[src/rtl/fdp_pkg.sv]
// Package for the finite-difference predictor: widths, window size,
// configuration register indexes and the shared stage-to-stage types.
// No dependencies.
package fdp_pkg;

  localparam int unsigned WINDOW   = 5;
  localparam int unsigned SampleW  = 16;
  localparam int unsigned TimeW    = 32;
  localparam int unsigned PredW    = 24;
  localparam int unsigned IdxW     = (WINDOW > 2) ? $clog2(WINDOW) : 1;
  localparam int unsigned CfgIdxW  = 2;
  localparam int unsigned CfgDataW = 32;

  // Difference-table growth: one bit per order plus sign margin.
  localparam int unsigned SumW = SampleW + WINDOW + 1;
  localparam int unsigned AccW = (SumW > PredW) ? SumW : PredW + 1;

  localparam logic [TimeW-1:0] MeasPeriodRst = TimeW'(10);
  localparam logic [IdxW-1:0]  FillRst       = IdxW'(WINDOW - 1);
  localparam logic [IdxW-1:0]  LastPos       = IdxW'(WINDOW - 1);

  typedef enum logic [CfgIdxW-1:0] {
    CFG_INPUT_MODE  = 2'd0,
    CFG_MEAS_PERIOD = 2'd1
  } cfg_idx_e;

  typedef enum logic {
    MODE_ROW   = 1'b0,
    MODE_TIMED = 1'b1
  } input_mode_e;

  typedef logic signed [SampleW-1:0] sample_t;
  typedef sample_t [WINDOW-1:0] window_t;

  // Window snapshot handed from the update stage to the prediction stage.
  typedef struct packed {
    logic    valid;
    window_t win;
  } snap_t;

endpackage

[src/rtl/fdp_if.sv]
// Stream interfaces of the finite-difference predictor: sample beats in,
// prediction beats out. Depends on fdp_pkg.
interface fdp_in_if;
  import fdp_pkg::*;
  logic                valid;
  logic                ready;
  logic signed [SampleW-1:0] sample;
  logic [TimeW-1:0]    time_now;

  modport source (output valid, output sample, output time_now, input ready);
  modport sink   (input valid, input sample, input time_now, output ready);
endinterface

interface fdp_out_if;
  import fdp_pkg::*;
  logic                     valid;
  logic                     ready;
  logic signed [PredW-1:0]  prediction;

  modport source (output valid, output prediction, input ready);
  modport sink   (input valid, input prediction, output ready);
endinterface

[src/rtl/fdp_window.sv]
// Update stage: configuration registers, window registers, position
// counters and timed-mode schedule; emits a window snapshot per prediction.
// Depends on fdp_pkg and fdp_if.
module fdp_window (
  input  logic                          clk_i,
  input  logic                          rst_ni,
  fdp_in_if.sink                        in_if,
  input  logic                          cfg_we_i,
  input  logic [fdp_pkg::CfgIdxW-1:0]   cfg_idx_i,
  input  logic [fdp_pkg::CfgDataW-1:0]  cfg_wdata_i,
  input  logic                          snap_take_i,
  output fdp_pkg::snap_t                snap_o
);
  import fdp_pkg::*;

  input_mode_e       mode_q;
  logic [TimeW-1:0]  period_q;
  window_t           win_q, win_d, wr_win;
  logic [IdxW-1:0]   fill_q, fill_d;
  logic [IdxW-1:0]   col_q, col_d;
  logic [TimeW-1:0]  start_q, start_d;
  logic              armed_q, armed_d;
  logic              snap_valid_q;
  window_t           snap_win_q;
  logic              accept;
  logic              not_after;
  logic              elapsed;
  logic              write_en;
  logic [IdxW-1:0]   wr_pos;
  logic              fire;
  logic              shift;

  assign in_if.ready = !snap_valid_q || snap_take_i;
  assign accept      = in_if.valid && in_if.ready;
  assign not_after   = (in_if.time_now <= start_q);
  assign elapsed     = ((in_if.time_now - start_q) >= period_q);

  // Mode and schedule decisions.
  always_comb begin
    fill_d   = fill_q;
    col_d    = col_q;
    start_d  = start_q;
    armed_d  = armed_q;
    write_en = 1'b0;
    wr_pos   = col_q;
    fire     = 1'b0;
    shift    = 1'b0;
    if (accept) begin
      if (mode_q == MODE_ROW) begin
        write_en = 1'b1;
        wr_pos   = col_q;
        if (col_q == LastPos) begin
          col_d = '0;
          fire  = 1'b1;
        end else begin
          col_d = col_q + IdxW'(1);
        end
      end else if (not_after) begin
        start_d = in_if.time_now;
        armed_d = 1'b1;
      end else if (elapsed) begin
        if (!armed_q) begin
          start_d = in_if.time_now;
          armed_d = 1'b1;
        end else begin
          armed_d  = 1'b0;
          write_en = 1'b1;
          wr_pos   = fill_q;
          if (fill_q != '0) begin
            fill_d = fill_q - IdxW'(1);
          end else begin
            fire  = 1'b1;
            shift = 1'b1;
          end
        end
      end
    end
  end

  // Window after the write, then after the optional shift up.
  always_comb begin
    wr_win = win_q;
    if (write_en) begin
      wr_win[wr_pos] = in_if.sample;
    end
    win_d = wr_win;
    if (shift) begin
      for (int j = 1; j < WINDOW; j++) begin
        win_d[j] = wr_win[j-1];
      end
    end
  end

  always_ff @(posedge clk_i or negedge rst_ni) begin
    if (!rst_ni) begin
      mode_q   <= MODE_ROW;
      period_q <= MeasPeriodRst;
    end else if (cfg_we_i) begin
      unique case (cfg_idx_i)
        CFG_INPUT_MODE:  mode_q   <= input_mode_e'(cfg_wdata_i[0]);
        CFG_MEAS_PERIOD: period_q <= cfg_wdata_i[TimeW-1:0];
        default: ;
      endcase
    end
  end

  always_ff @(posedge clk_i or negedge rst_ni) begin
    if (!rst_ni) begin
      fill_q       <= FillRst;
      col_q        <= '0;
      start_q      <= '0;
      armed_q      <= 1'b0;
      snap_valid_q <= 1'b0;
    end else begin
      fill_q  <= fill_d;
      col_q   <= col_d;
      start_q <= start_d;
      armed_q <= armed_d;
      if (fire) begin
        snap_valid_q <= 1'b1;
      end else if (snap_take_i) begin
        snap_valid_q <= 1'b0;
      end
    end
  end

  // Payload: no reset.
  always_ff @(posedge clk_i) begin
    win_q <= win_d;
    if (fire) begin
      snap_win_q <= wr_win;
    end
  end

  assign snap_o = {snap_valid_q, snap_win_q};

endmodule

[src/rtl/fdp_predict.sv]
// Prediction stage: difference table over the snapshot, saturation and
// the output register. Depends on fdp_pkg and fdp_if.
module fdp_predict (
  input  logic            clk_i,
  input  logic            rst_ni,
  input  fdp_pkg::snap_t  snap_i,
  output logic            snap_take_o,
  fdp_out_if.source       out_if
);
  import fdp_pkg::*;

  localparam logic signed [AccW-1:0] PredMaxA = AccW'((2 ** (PredW - 1)) - 1);
  localparam logic signed [AccW-1:0] PredMinA = -PredMaxA - AccW'(1);

  logic signed [AccW-1:0]  diff [WINDOW];
  logic signed [AccW-1:0]  acc;
  logic signed [PredW-1:0] pred_sat;
  logic                    out_valid_q;
  logic signed [PredW-1:0] pred_q;

  // Leading element of each difference order, subtracted from the first sample.
  always_comb begin
    for (int j = 0; j < WINDOW; j++) begin
      diff[j] = AccW'($signed(snap_i.win[j]));
    end
    acc = diff[0];
    for (int m = 1; m < WINDOW; m++) begin
      for (int j = 0; j < WINDOW - m; j++) begin
        diff[j] = diff[j+1] - diff[j];
      end
      acc = acc - diff[0];
    end
    if (acc > PredMaxA) begin
      pred_sat = PredW'(PredMaxA);
    end else if (acc < PredMinA) begin
      pred_sat = PredW'(PredMinA);
    end else begin
      pred_sat = PredW'(acc);
    end
  end

  assign snap_take_o = !out_valid_q || out_if.ready;

  always_ff @(posedge clk_i or negedge rst_ni) begin
    if (!rst_ni) begin
      out_valid_q <= 1'b0;
    end else if (snap_take_o) begin
      out_valid_q <= snap_i.valid;
    end
  end

  always_ff @(posedge clk_i) begin
    if (snap_take_o && snap_i.valid) begin
      pred_q <= pred_sat;
    end
  end

  assign out_if.valid      = out_valid_q;
  assign out_if.prediction = pred_q;

endmodule

[src/rtl/finite_difference_predictor.sv]
// Top level of the finite-difference predictor: update stage feeding the
// prediction stage. Depends on fdp_pkg, fdp_if, fdp_window, fdp_predict.
//
//   port          | dir | beat contents            | handshake
//   --------------+-----+--------------------------+--------------------
//   in_if         | in  | sample, time_now         | valid / ready
//   out_if        | out | prediction               | valid / ready
//   cfg_*         | in  | cfg_idx_i, cfg_wdata_i   | cfg_we_i, no stall
//
// One sample beat per cycle while in_if.ready is high. The beat that completes
// the window loads the snapshot register, which hands it on to the output
// register once that is free or being taken; the prediction is offered there.
// Reset clears the counters, schedule and valids; the
// sample window holds no reset value. A stalled output holds the
// prediction and, once the snapshot is also waiting, holds in_if.ready low.
module finite_difference_predictor (
  input  logic                          clk_i,
  input  logic                          rst_ni,
  fdp_in_if.sink                        in_if,
  fdp_out_if.source                     out_if,
  input  logic                          cfg_we_i,
  input  logic [fdp_pkg::CfgIdxW-1:0]   cfg_idx_i,
  input  logic [fdp_pkg::CfgDataW-1:0]  cfg_wdata_i
);
  import fdp_pkg::*;

  snap_t snap;
  logic  snap_take;

  // Window update, schedule and snapshot register.
  fdp_window u_window (
    .clk_i       (clk_i),
    .rst_ni      (rst_ni),
    .in_if       (in_if),
    .cfg_we_i    (cfg_we_i),
    .cfg_idx_i   (cfg_idx_i),
    .cfg_wdata_i (cfg_wdata_i),
    .snap_take_i (snap_take),
    .snap_o      (snap)
  );

  // Difference table, saturation and output register.
  fdp_predict u_predict (
    .clk_i       (clk_i),
    .rst_ni      (rst_ni),
    .snap_i      (snap),
    .snap_take_o (snap_take),
    .out_if      (out_if)
  );

endmodule

[src/flat_wrapper.sv]
// flat-port wrapper written by rule: the top's interface ports become plain ports
module finite_difference_predictor_flat import fdp_pkg::*;
  (clk_i, rst_ni, cfg_we_i, cfg_idx_i, cfg_wdata_i, in_if_valid, in_if_sample, in_if_time_now, in_if_ready, out_if_valid, out_if_prediction, out_if_ready);
  fdp_in_if in_if_i ();
  fdp_out_if out_if_i ();
  input  logic clk_i;
  input  logic rst_ni;
  input  logic cfg_we_i;
  input  logic [fdp_pkg::CfgIdxW-1:0] cfg_idx_i;
  input  logic [fdp_pkg::CfgDataW-1:0] cfg_wdata_i;
  input wire logic [$bits(in_if_i.valid)-1:0] in_if_valid;
  input wire logic [$bits(in_if_i.sample)-1:0] in_if_sample;
  input wire logic [$bits(in_if_i.time_now)-1:0] in_if_time_now;
  output wire logic [$bits(in_if_i.ready)-1:0] in_if_ready;
  output wire logic [$bits(out_if_i.valid)-1:0] out_if_valid;
  output wire logic [$bits(out_if_i.prediction)-1:0] out_if_prediction;
  input wire logic [$bits(out_if_i.ready)-1:0] out_if_ready;
  assign in_if_i.valid = in_if_valid;
  assign in_if_i.sample = in_if_sample;
  assign in_if_i.time_now = in_if_time_now;
  assign in_if_ready = in_if_i.ready;
  assign out_if_valid = out_if_i.valid;
  assign out_if_prediction = out_if_i.prediction;
  assign out_if_i.ready = out_if_ready;
  finite_difference_predictor u_core (.clk_i(clk_i), .rst_ni(rst_ni), .in_if(in_if_i), .out_if(out_if_i), .cfg_we_i(cfg_we_i), .cfg_idx_i(cfg_idx_i), .cfg_wdata_i(cfg_wdata_i));
endmodule
[config.mk]
export PLATFORM = sky130hd
export DESIGN_NAME = finite_difference_predictor_flat
export DESIGN_NICKNAME = d
export VERILOG_FILES = /design/src/rtl/fdp_pkg.sv /design/src/rtl/fdp_if.sv /design/src/rtl/fdp_window.sv /design/src/rtl/fdp_predict.sv /design/src/rtl/finite_difference_predictor.sv /design/src/flat_wrapper.sv
export SDC_FILE = /design/constraint.sdc
export NUM_CORES = 1
export LEC_CHECK = 0
export ABC_AREA = 1
export BUFFER_PORTS_ARGS = -buffer_cell sky130_fd_sc_hd__buf_2
export CAP_MARGIN = 10
export CELL_PAD_IN_SITES_DETAIL_PLACEMENT = 2
export CELL_PAD_IN_SITES_GLOBAL_PLACEMENT = 2
export CORE_MARGIN = 3
export CORE_UTILIZATION = 30
export DETAILED_ROUTE_END_ITERATION = 8
export GPL_TIMING_DRIVEN = 0
export PLACE_DENSITY_LB_ADDON = 0.05
export SYNTH_ARGS = -nofsm -noshare
export SYNTH_HDL_FRONTEND = slang
export SYNTH_HIERARCHICAL = 1
export SYNTH_SLANG_ARGS = --single-unit
[constraint.sdc]
create_clock -name clk_i -period 7.1 [get_ports clk_i]
set_input_delay 2.13 -clock clk_i [delete_from_list [all_inputs] [get_ports clk_i]]
set_output_delay 2.13 -clock clk_i [all_outputs]
set_load 0.05 [all_outputs]
### After elaboration in Yosys (flattened, before gate mapping)

Index checks and enable logic that the tools add are counted.

* word-level logic and storage cells: 98
* input port bits: 87
* register bits: 258
* output and inout port bits: 26

* bitwise operators: 2
* equal/unequal tests: 3
* $add $sub $neg: 17
* mux-type cells: 34
* $lt $le $gt $ge: 6
* reductions and logical operators: 17

Operators with widths (number)
* $mux W32: 3
* $bwmux W80: 1
* $mux W80: 1
* $sub A16 B16 Y17: 4
* $mux W64: 1
* $sub A18 B18 Y19: 3
* $sub A17 B17 Y18: 3
* $demux W16 S3: 1
* $sub A19 B19 Y20: 2
* $ge A32 B32 Y1: 1
* $le A32 B32 Y1: 1
* $sub A32 B32 Y32: 1
* $gt A25 B24 Y1 const B: 1
* $lt A25 B24 Y1 const B: 1
* $sub A25 B25 Y25: 1
* $mux W24: 1
* $mux W1: 19
* $mux W3: 6
* $sub A16 B17 Y18: 1
* $mux W16: 1
* $reduce_and A2 Y1: 3
* $reduce_and A6 Y1: 1
* $lt A3 B4 Y1 const B: 1
* $reduce_and A4 Y1: 1
* other kinds (14): 20

### Depth between registers and ports, before layout

* depth after elaboration: 13
* mapped depth: 51
* mapped depth without buffers: 51

### Cells and area by module

Netlist, hierarchy kept.

Modules (own cells, without submodules)
* fdp_window: cells each 1505, sequential area each 5834.3 um^2, area each 12426.9 um^2, instances 1
* fdp_predict: cells each 1767, sequential area each 745.7 um^2, area each 11810.1 um^2, instances 1

### Worst setup path after synthesis

No wires, ideal clock.

* kind: input to register
* start point: input port in_if_time_now[0]
* end point: register u_core.u_window.snap_win_q, in the netlist u_core/u_window/snap_o[0] (enable)
* library setup time: 441 ps
* slack: -778 ps
* data required time: 6659 ps
* stages: 29
* path buffers: 2
* arrival time: 7438 ps
* cell sequence: inv_1 ha_1 fa_1 inv_1 nand2_1 nand2_1 and2_1 nand2_1 nand2_1 nand2_1 nand2_1 a21boi_0 o21ai_0 a21boi_0 o21ai_0 xor2_1 ha_1 nand2_1 nor2_1 nand2_1 nor2_1 nand2_1 a21oi_1 nand2_4 nor2_1 inv_1 buf_2 buf_2 nand2_1

* cells in the longest elaborated chain, start to end: 6
* elaborated cells on any way between the ends: 7
* those cells by class: add/sub: 1; order compare: 2; mux: 4

Ends and longest elaborated chain
* from (decl): RTL line flat_wrapper.sv:13 `input wire logic [$bits(in_if_i.time_now)-1:0] in_if_time_now;`
* $sub A32 B32 Y32: RTL line fdp_window.sv:36 `assign elapsed = ((in_if.time_now - start_q) >= period_q);`
* $ge A32 B32 Y1: RTL line fdp_window.sv:36
* $mux W1: RTL line fdp_window.sv:61 `end else if (elapsed) begin`
* $mux W1 (*): RTL line fdp_window.sv:58 `end else if (not_after) begin`
* $mux W1 (*): RTL line fdp_window.sv:49 `if (mode_q == MODE_ROW) begin`
* $mux W1 (*): RTL line fdp_window.sv:48 `if (accept) begin`
* via u_core.u_window.fire: RTL line fdp_window.sv:30 `logic fire;`
* to (signal assigned): RTL line fdp_window.sv:131 `snap_win_q <= wr_win;`
* to (decl): RTL line fdp_window.sv:24 `window_t snap_win_q;`

The timed path passes the listed nets; every way through them passes the cells marked *.
A chain may end at the register's enable or synchronous reset.

### Worst setup path after layout

* start point: register u_core.u_window.snap_win_q, in the netlist u_core/u_window/snap_o[16]
* end point: register u_core.u_predict.pred_q[12], in the netlist u_core/u_predict/out_if.prediction[12], data pin

* cells in the longest elaborated chain, start to end: 7
* elaborated cells on any way between the ends: 14
* those cells by class: add/sub: 11; order compare: 2; mux: 1

Ends and longest elaborated chain
* $sub A16 B16 Y17: RTL line fdp_predict.sv:29 `diff[j] = diff[j+1] - diff[j];`
* $sub A16 B17 Y18 / $sub A17 B17 Y18 (equally long branches): RTL line fdp_predict.sv:31, fdp_predict.sv:29
* $sub A18 B18 Y19 (on tied branches): RTL line fdp_predict.sv:31, fdp_predict.sv:29
* $sub A19 B19 Y20 (on tied branches): RTL line fdp_predict.sv:31, fdp_predict.sv:29
* $sub A25 B25 Y25 (*): RTL line fdp_predict.sv:31 `acc = acc - diff[0];`
* $lt A25 B24 Y1: RTL line fdp_predict.sv:35 `end else if (acc < PredMinA) begin`
* $mux W24: RTL line fdp_predict.sv:35
* to (signal assigned): RTL line fdp_predict.sv:54 `pred_q <= pred_sat;`
* to (decl): RTL line fdp_predict.sv:19 `logic signed [PredW-1:0] pred_q;`

Mark *: on every way between the ends. The rest lies on a longest branch, timed or not.

==> results.json <==
{
  "synthesis.nets": 3668,
  "hold_path_class": "reg2reg",
  "syn_inst": 3272,
  "initial_utilization_pct": 30.5,
  "die-area_um2": 84200,
  "avgSynthCellArea_um2": 7.41,
  "rsz0062_at_grt": "true",
  "antenna_found_initial": 6,
  "h-tree-depth": 2,
  "reg2reg_depth": 44,
  "io_buffer_count": 112,
  "dr.pass1.iters": 6,
  "synthTopCellsByArea": "edfxtp_1 (13%), ha_1 (12%), nand2_1 (11%)",
  "r2r_slack_ns": -0.82,
  "clkSinkCount": 258,
  "gp_congestion": 0.888,
  "critPathMostFrequentCell": "a21oi_2",
  "clkLatencyLatePin_ns": 0.57,
  "period_needed_ns": 7.92,
  "finalMaxSlewViolations": 0,
  "drc_errors": 0,
  "critical_path.startpoint": "u_core/u_window/snap_o[16]",
  "layout_common_cells": "nand2_1 (712), inv_1 (596), nand3_1 (323)",
  "die_y_um": 290,
  "cts.path.max_buffers": 3,
  "fillCellCount": 9111,
  "crit_type": "reg2reg",
  "required_ns": 7.39,
  "post_drt_wl_per_cell_um": 19.1,
  "cts_tree": "done",
  "endpoint": "u_core/u_predict/out_if.prediction[12]",
  "postRouteAntennaNets": 0,
  "yosysWarnings": 6,
  "synth_area_um2": 24200,
  "end_kind": "flop",
  "post-route-util_pct": 37.1,
  "yosys.area.top_type_share_pct": 12.9,
  "grt.overflow.total": 0,
  "grt_pass1_vias": 24950,
  "layout.nets": 3898,
  "io_pins": 113,
  "regToRegStartpoint": "u_core/u_window/snap_o[16]",
  "vias": 21997,
  "fin_skew_ns": 0.0368,
  "cts_root_buffer": "clkbuf_16",
  "netlist.top_cell.by_area": "edfxtp_1",
  "violations": "negative setup slack",
  "maxCapViolCount": 0,
  "timing.fmax_mhz": 126,
  "std_cell_rows": 103,
  "stdcell_area_um2": 29500,
  "grt_pass1_wl_um": 137000,
  "cts_made_buffers": 36,
  "final_common_cell": "nand2_1",
  "final-setup-viol-count": 18,
  "hpwl_um": 74100,
  "cp_slowest_cell": "fa_1",
  "path_max_fanout": 5,
  "r2r-end": "u_core/u_predict/out_if.prediction[12]",
  "cp.arrival_ns": 8.21,
  "core_um2": 79500,
  "path_clk_slew_ns": 0.06,
  "post-route-period-util_pct": 112,
  "wl_um": 87700,
  "synth_cell_types": 56,
  "cp-start-kind": "flop",
  "seq_area_frac_synth_pct": 27.1,
  "fin_ws_ns": -0.822,
  "place_area_um2": 26400,
  "area_growth_pct": 21.7,
  "dr.first_iter.drc_count": 499,
  "track_usage_pct": 20.4,
  "drive_gt1_share_pct": 19.5,
  "die_w_um": 290,
  "worstMarginPinSlew_ns": 0.847,
  "status": "finished with violations",
  "viasPerCell": 4.80,
  "ys_ff_latch": 258,
  "hold_viol_final": 0,
  "max_stage_delay_ns": 0.54,
  "grt_max_degree": 40,
  "relSlewSlack_pct": 43.5
}
routing by layer:
layer	wire [um]	GRT usage [%]
met1	35500	23.0
met2	47300	40.2
met3	2460	2.55
met4	2330	4.70
met5	69	0
registers in the layout, indices dropped and copies added, names as in the netlist, 3 cells and up:
signal                              count
u_core/u_window/fill_q                  3
u_core/u_window/period_q               32
u_core/u_window/snap_o                 80
u_core/u_window/start_q                32
u_core/u_window/col_q                   3
u_core/u_window/win_q                  80
u_core/u_predict/out_if.prediction     24
cells by family (layout without fill, tap and decap cells):
family / after synthesis / in the layout / share of synthesized area (%)
compound gates: 376 / 376 / 8.91
xor+xnor: 163 / 163 / 6.15
fa+ha+maj: 309 / 309 / 18.4
buf+inv: 675 / 932 / 10.9
flops: 258 / 258 / 27.1
other cells: 0 / 3 / 0
simple gates: 1491 / 1491 / 28.5
worst min-delay path by stage:
stage / cells after the start / start / end
after floorplan: 2 / u_core/u_window/period_q[1] / u_core/u_window/period_q[1]
after global placement: 1 / u_core/u_window/start_q[0] / u_core/u_window/start_q[0]
after detailed placement: 2 / u_core/u_window/period_q[1] / u_core/u_window/period_q[1]
after CTS: 2 / u_core/u_window/period_q[1] / u_core/u_window/period_q[1]
after global routing: 2 / u_core/u_window/period_q[1] / u_core/u_window/period_q[1]
final: 2 / u_core/u_window/period_q[1] / u_core/u_window/period_q[1]
cells in the mapped netlist (all sizes together):
| library cell | n |
|---|---|
| xnor2 | 60 |
| or2 | 4 |
| a21oi | 192 |
| nand3b | 7 |
| nor2 | 156 |
| buf | 30 |
| a22oi | 2 |
| a21boi | 9 |
| xor2 | 103 |
| o31ai | 1 |
| dfxtp | 80 |
| and2 | 81 |
| dfstp | 3 |
| nor3 | 6 |
| a2111oi | 1 |
| dfrtp | 71 |
| o21bai | 27 |
| a31oi | 14 |
| a21o | 19 |
| clkbuf | 19 |
| a211oi | 1 |
| o21ai | 104 |
| nand2 | 860 |
| o2111ai | 1 |
| edfxtp | 104 |
| nand4 | 21 |
| nor4 | 2 |
| nand3 | 354 |
| o21a | 4 |
| ha | 230 |
| fa | 79 |
| o221ai | 1 |
| inv | 626 |
final cells by class:
type / instances / area (um2) / area share, %
timing repair inverter: 1 / 8.76 / 0.0297
tap: 1050 / 1310 / 4.45
sequential: 258 / 6580 / 22.3
timing repair buffer: 191 / 1250 / 4.23
buffer: 49 / 303 / 1.03
inverter: 626 / 2370 / 8.05
antenna: 3 / 7.51 / 0.0255
multi-input combinational: 2339 / 16500 / 55.8
clock inverter: 21 / 244 / 0.827
clock buffer: 44 / 961 / 3.26
what timing repair did:
action	CTS	global route
pin swaps	68	108
setup buffers	40	35
endpoints found under the setup margin	231	138
hold buffers	0	0
gates cloned	3	0
gates resized for setup	114	157
worst max-delay path: cells and delay by family, from the launching register on:
kind / cells / cell delay (ns)
xor gates and xnor gates: 4 / 0.60
buffers and inverters: 6 / 0.56
adders and majority gates: 8 / 2.95
DFF: 1 / 0.43
and+or+nand+nor: 12 / 1.21
AOI/OAI and AO/OA: 14 / 1.87
per-stage QoR:
stage | setup slack (ns) | setup TNS (ns) | std cells | hold WS (ns)
floorplan | -0.0389 | -0.331 | 3272 | 0.457
global placement | -1.97 | -289.74 | 4434 | 0.482
detailed placement | -1.67 | -236.85 | 4437 | 0.487
CTS | -0.898 | -13.40 | 4545 | 0.495
global route | -1.18 | -18.78 | 4579 | 0.514
finish | -0.822 | -12.23 | 4582 | 0.493
Power is left out: the tool's default activity adds up to more than one toggle a clock period on the data nets, which glitch-free logic cannot reach.
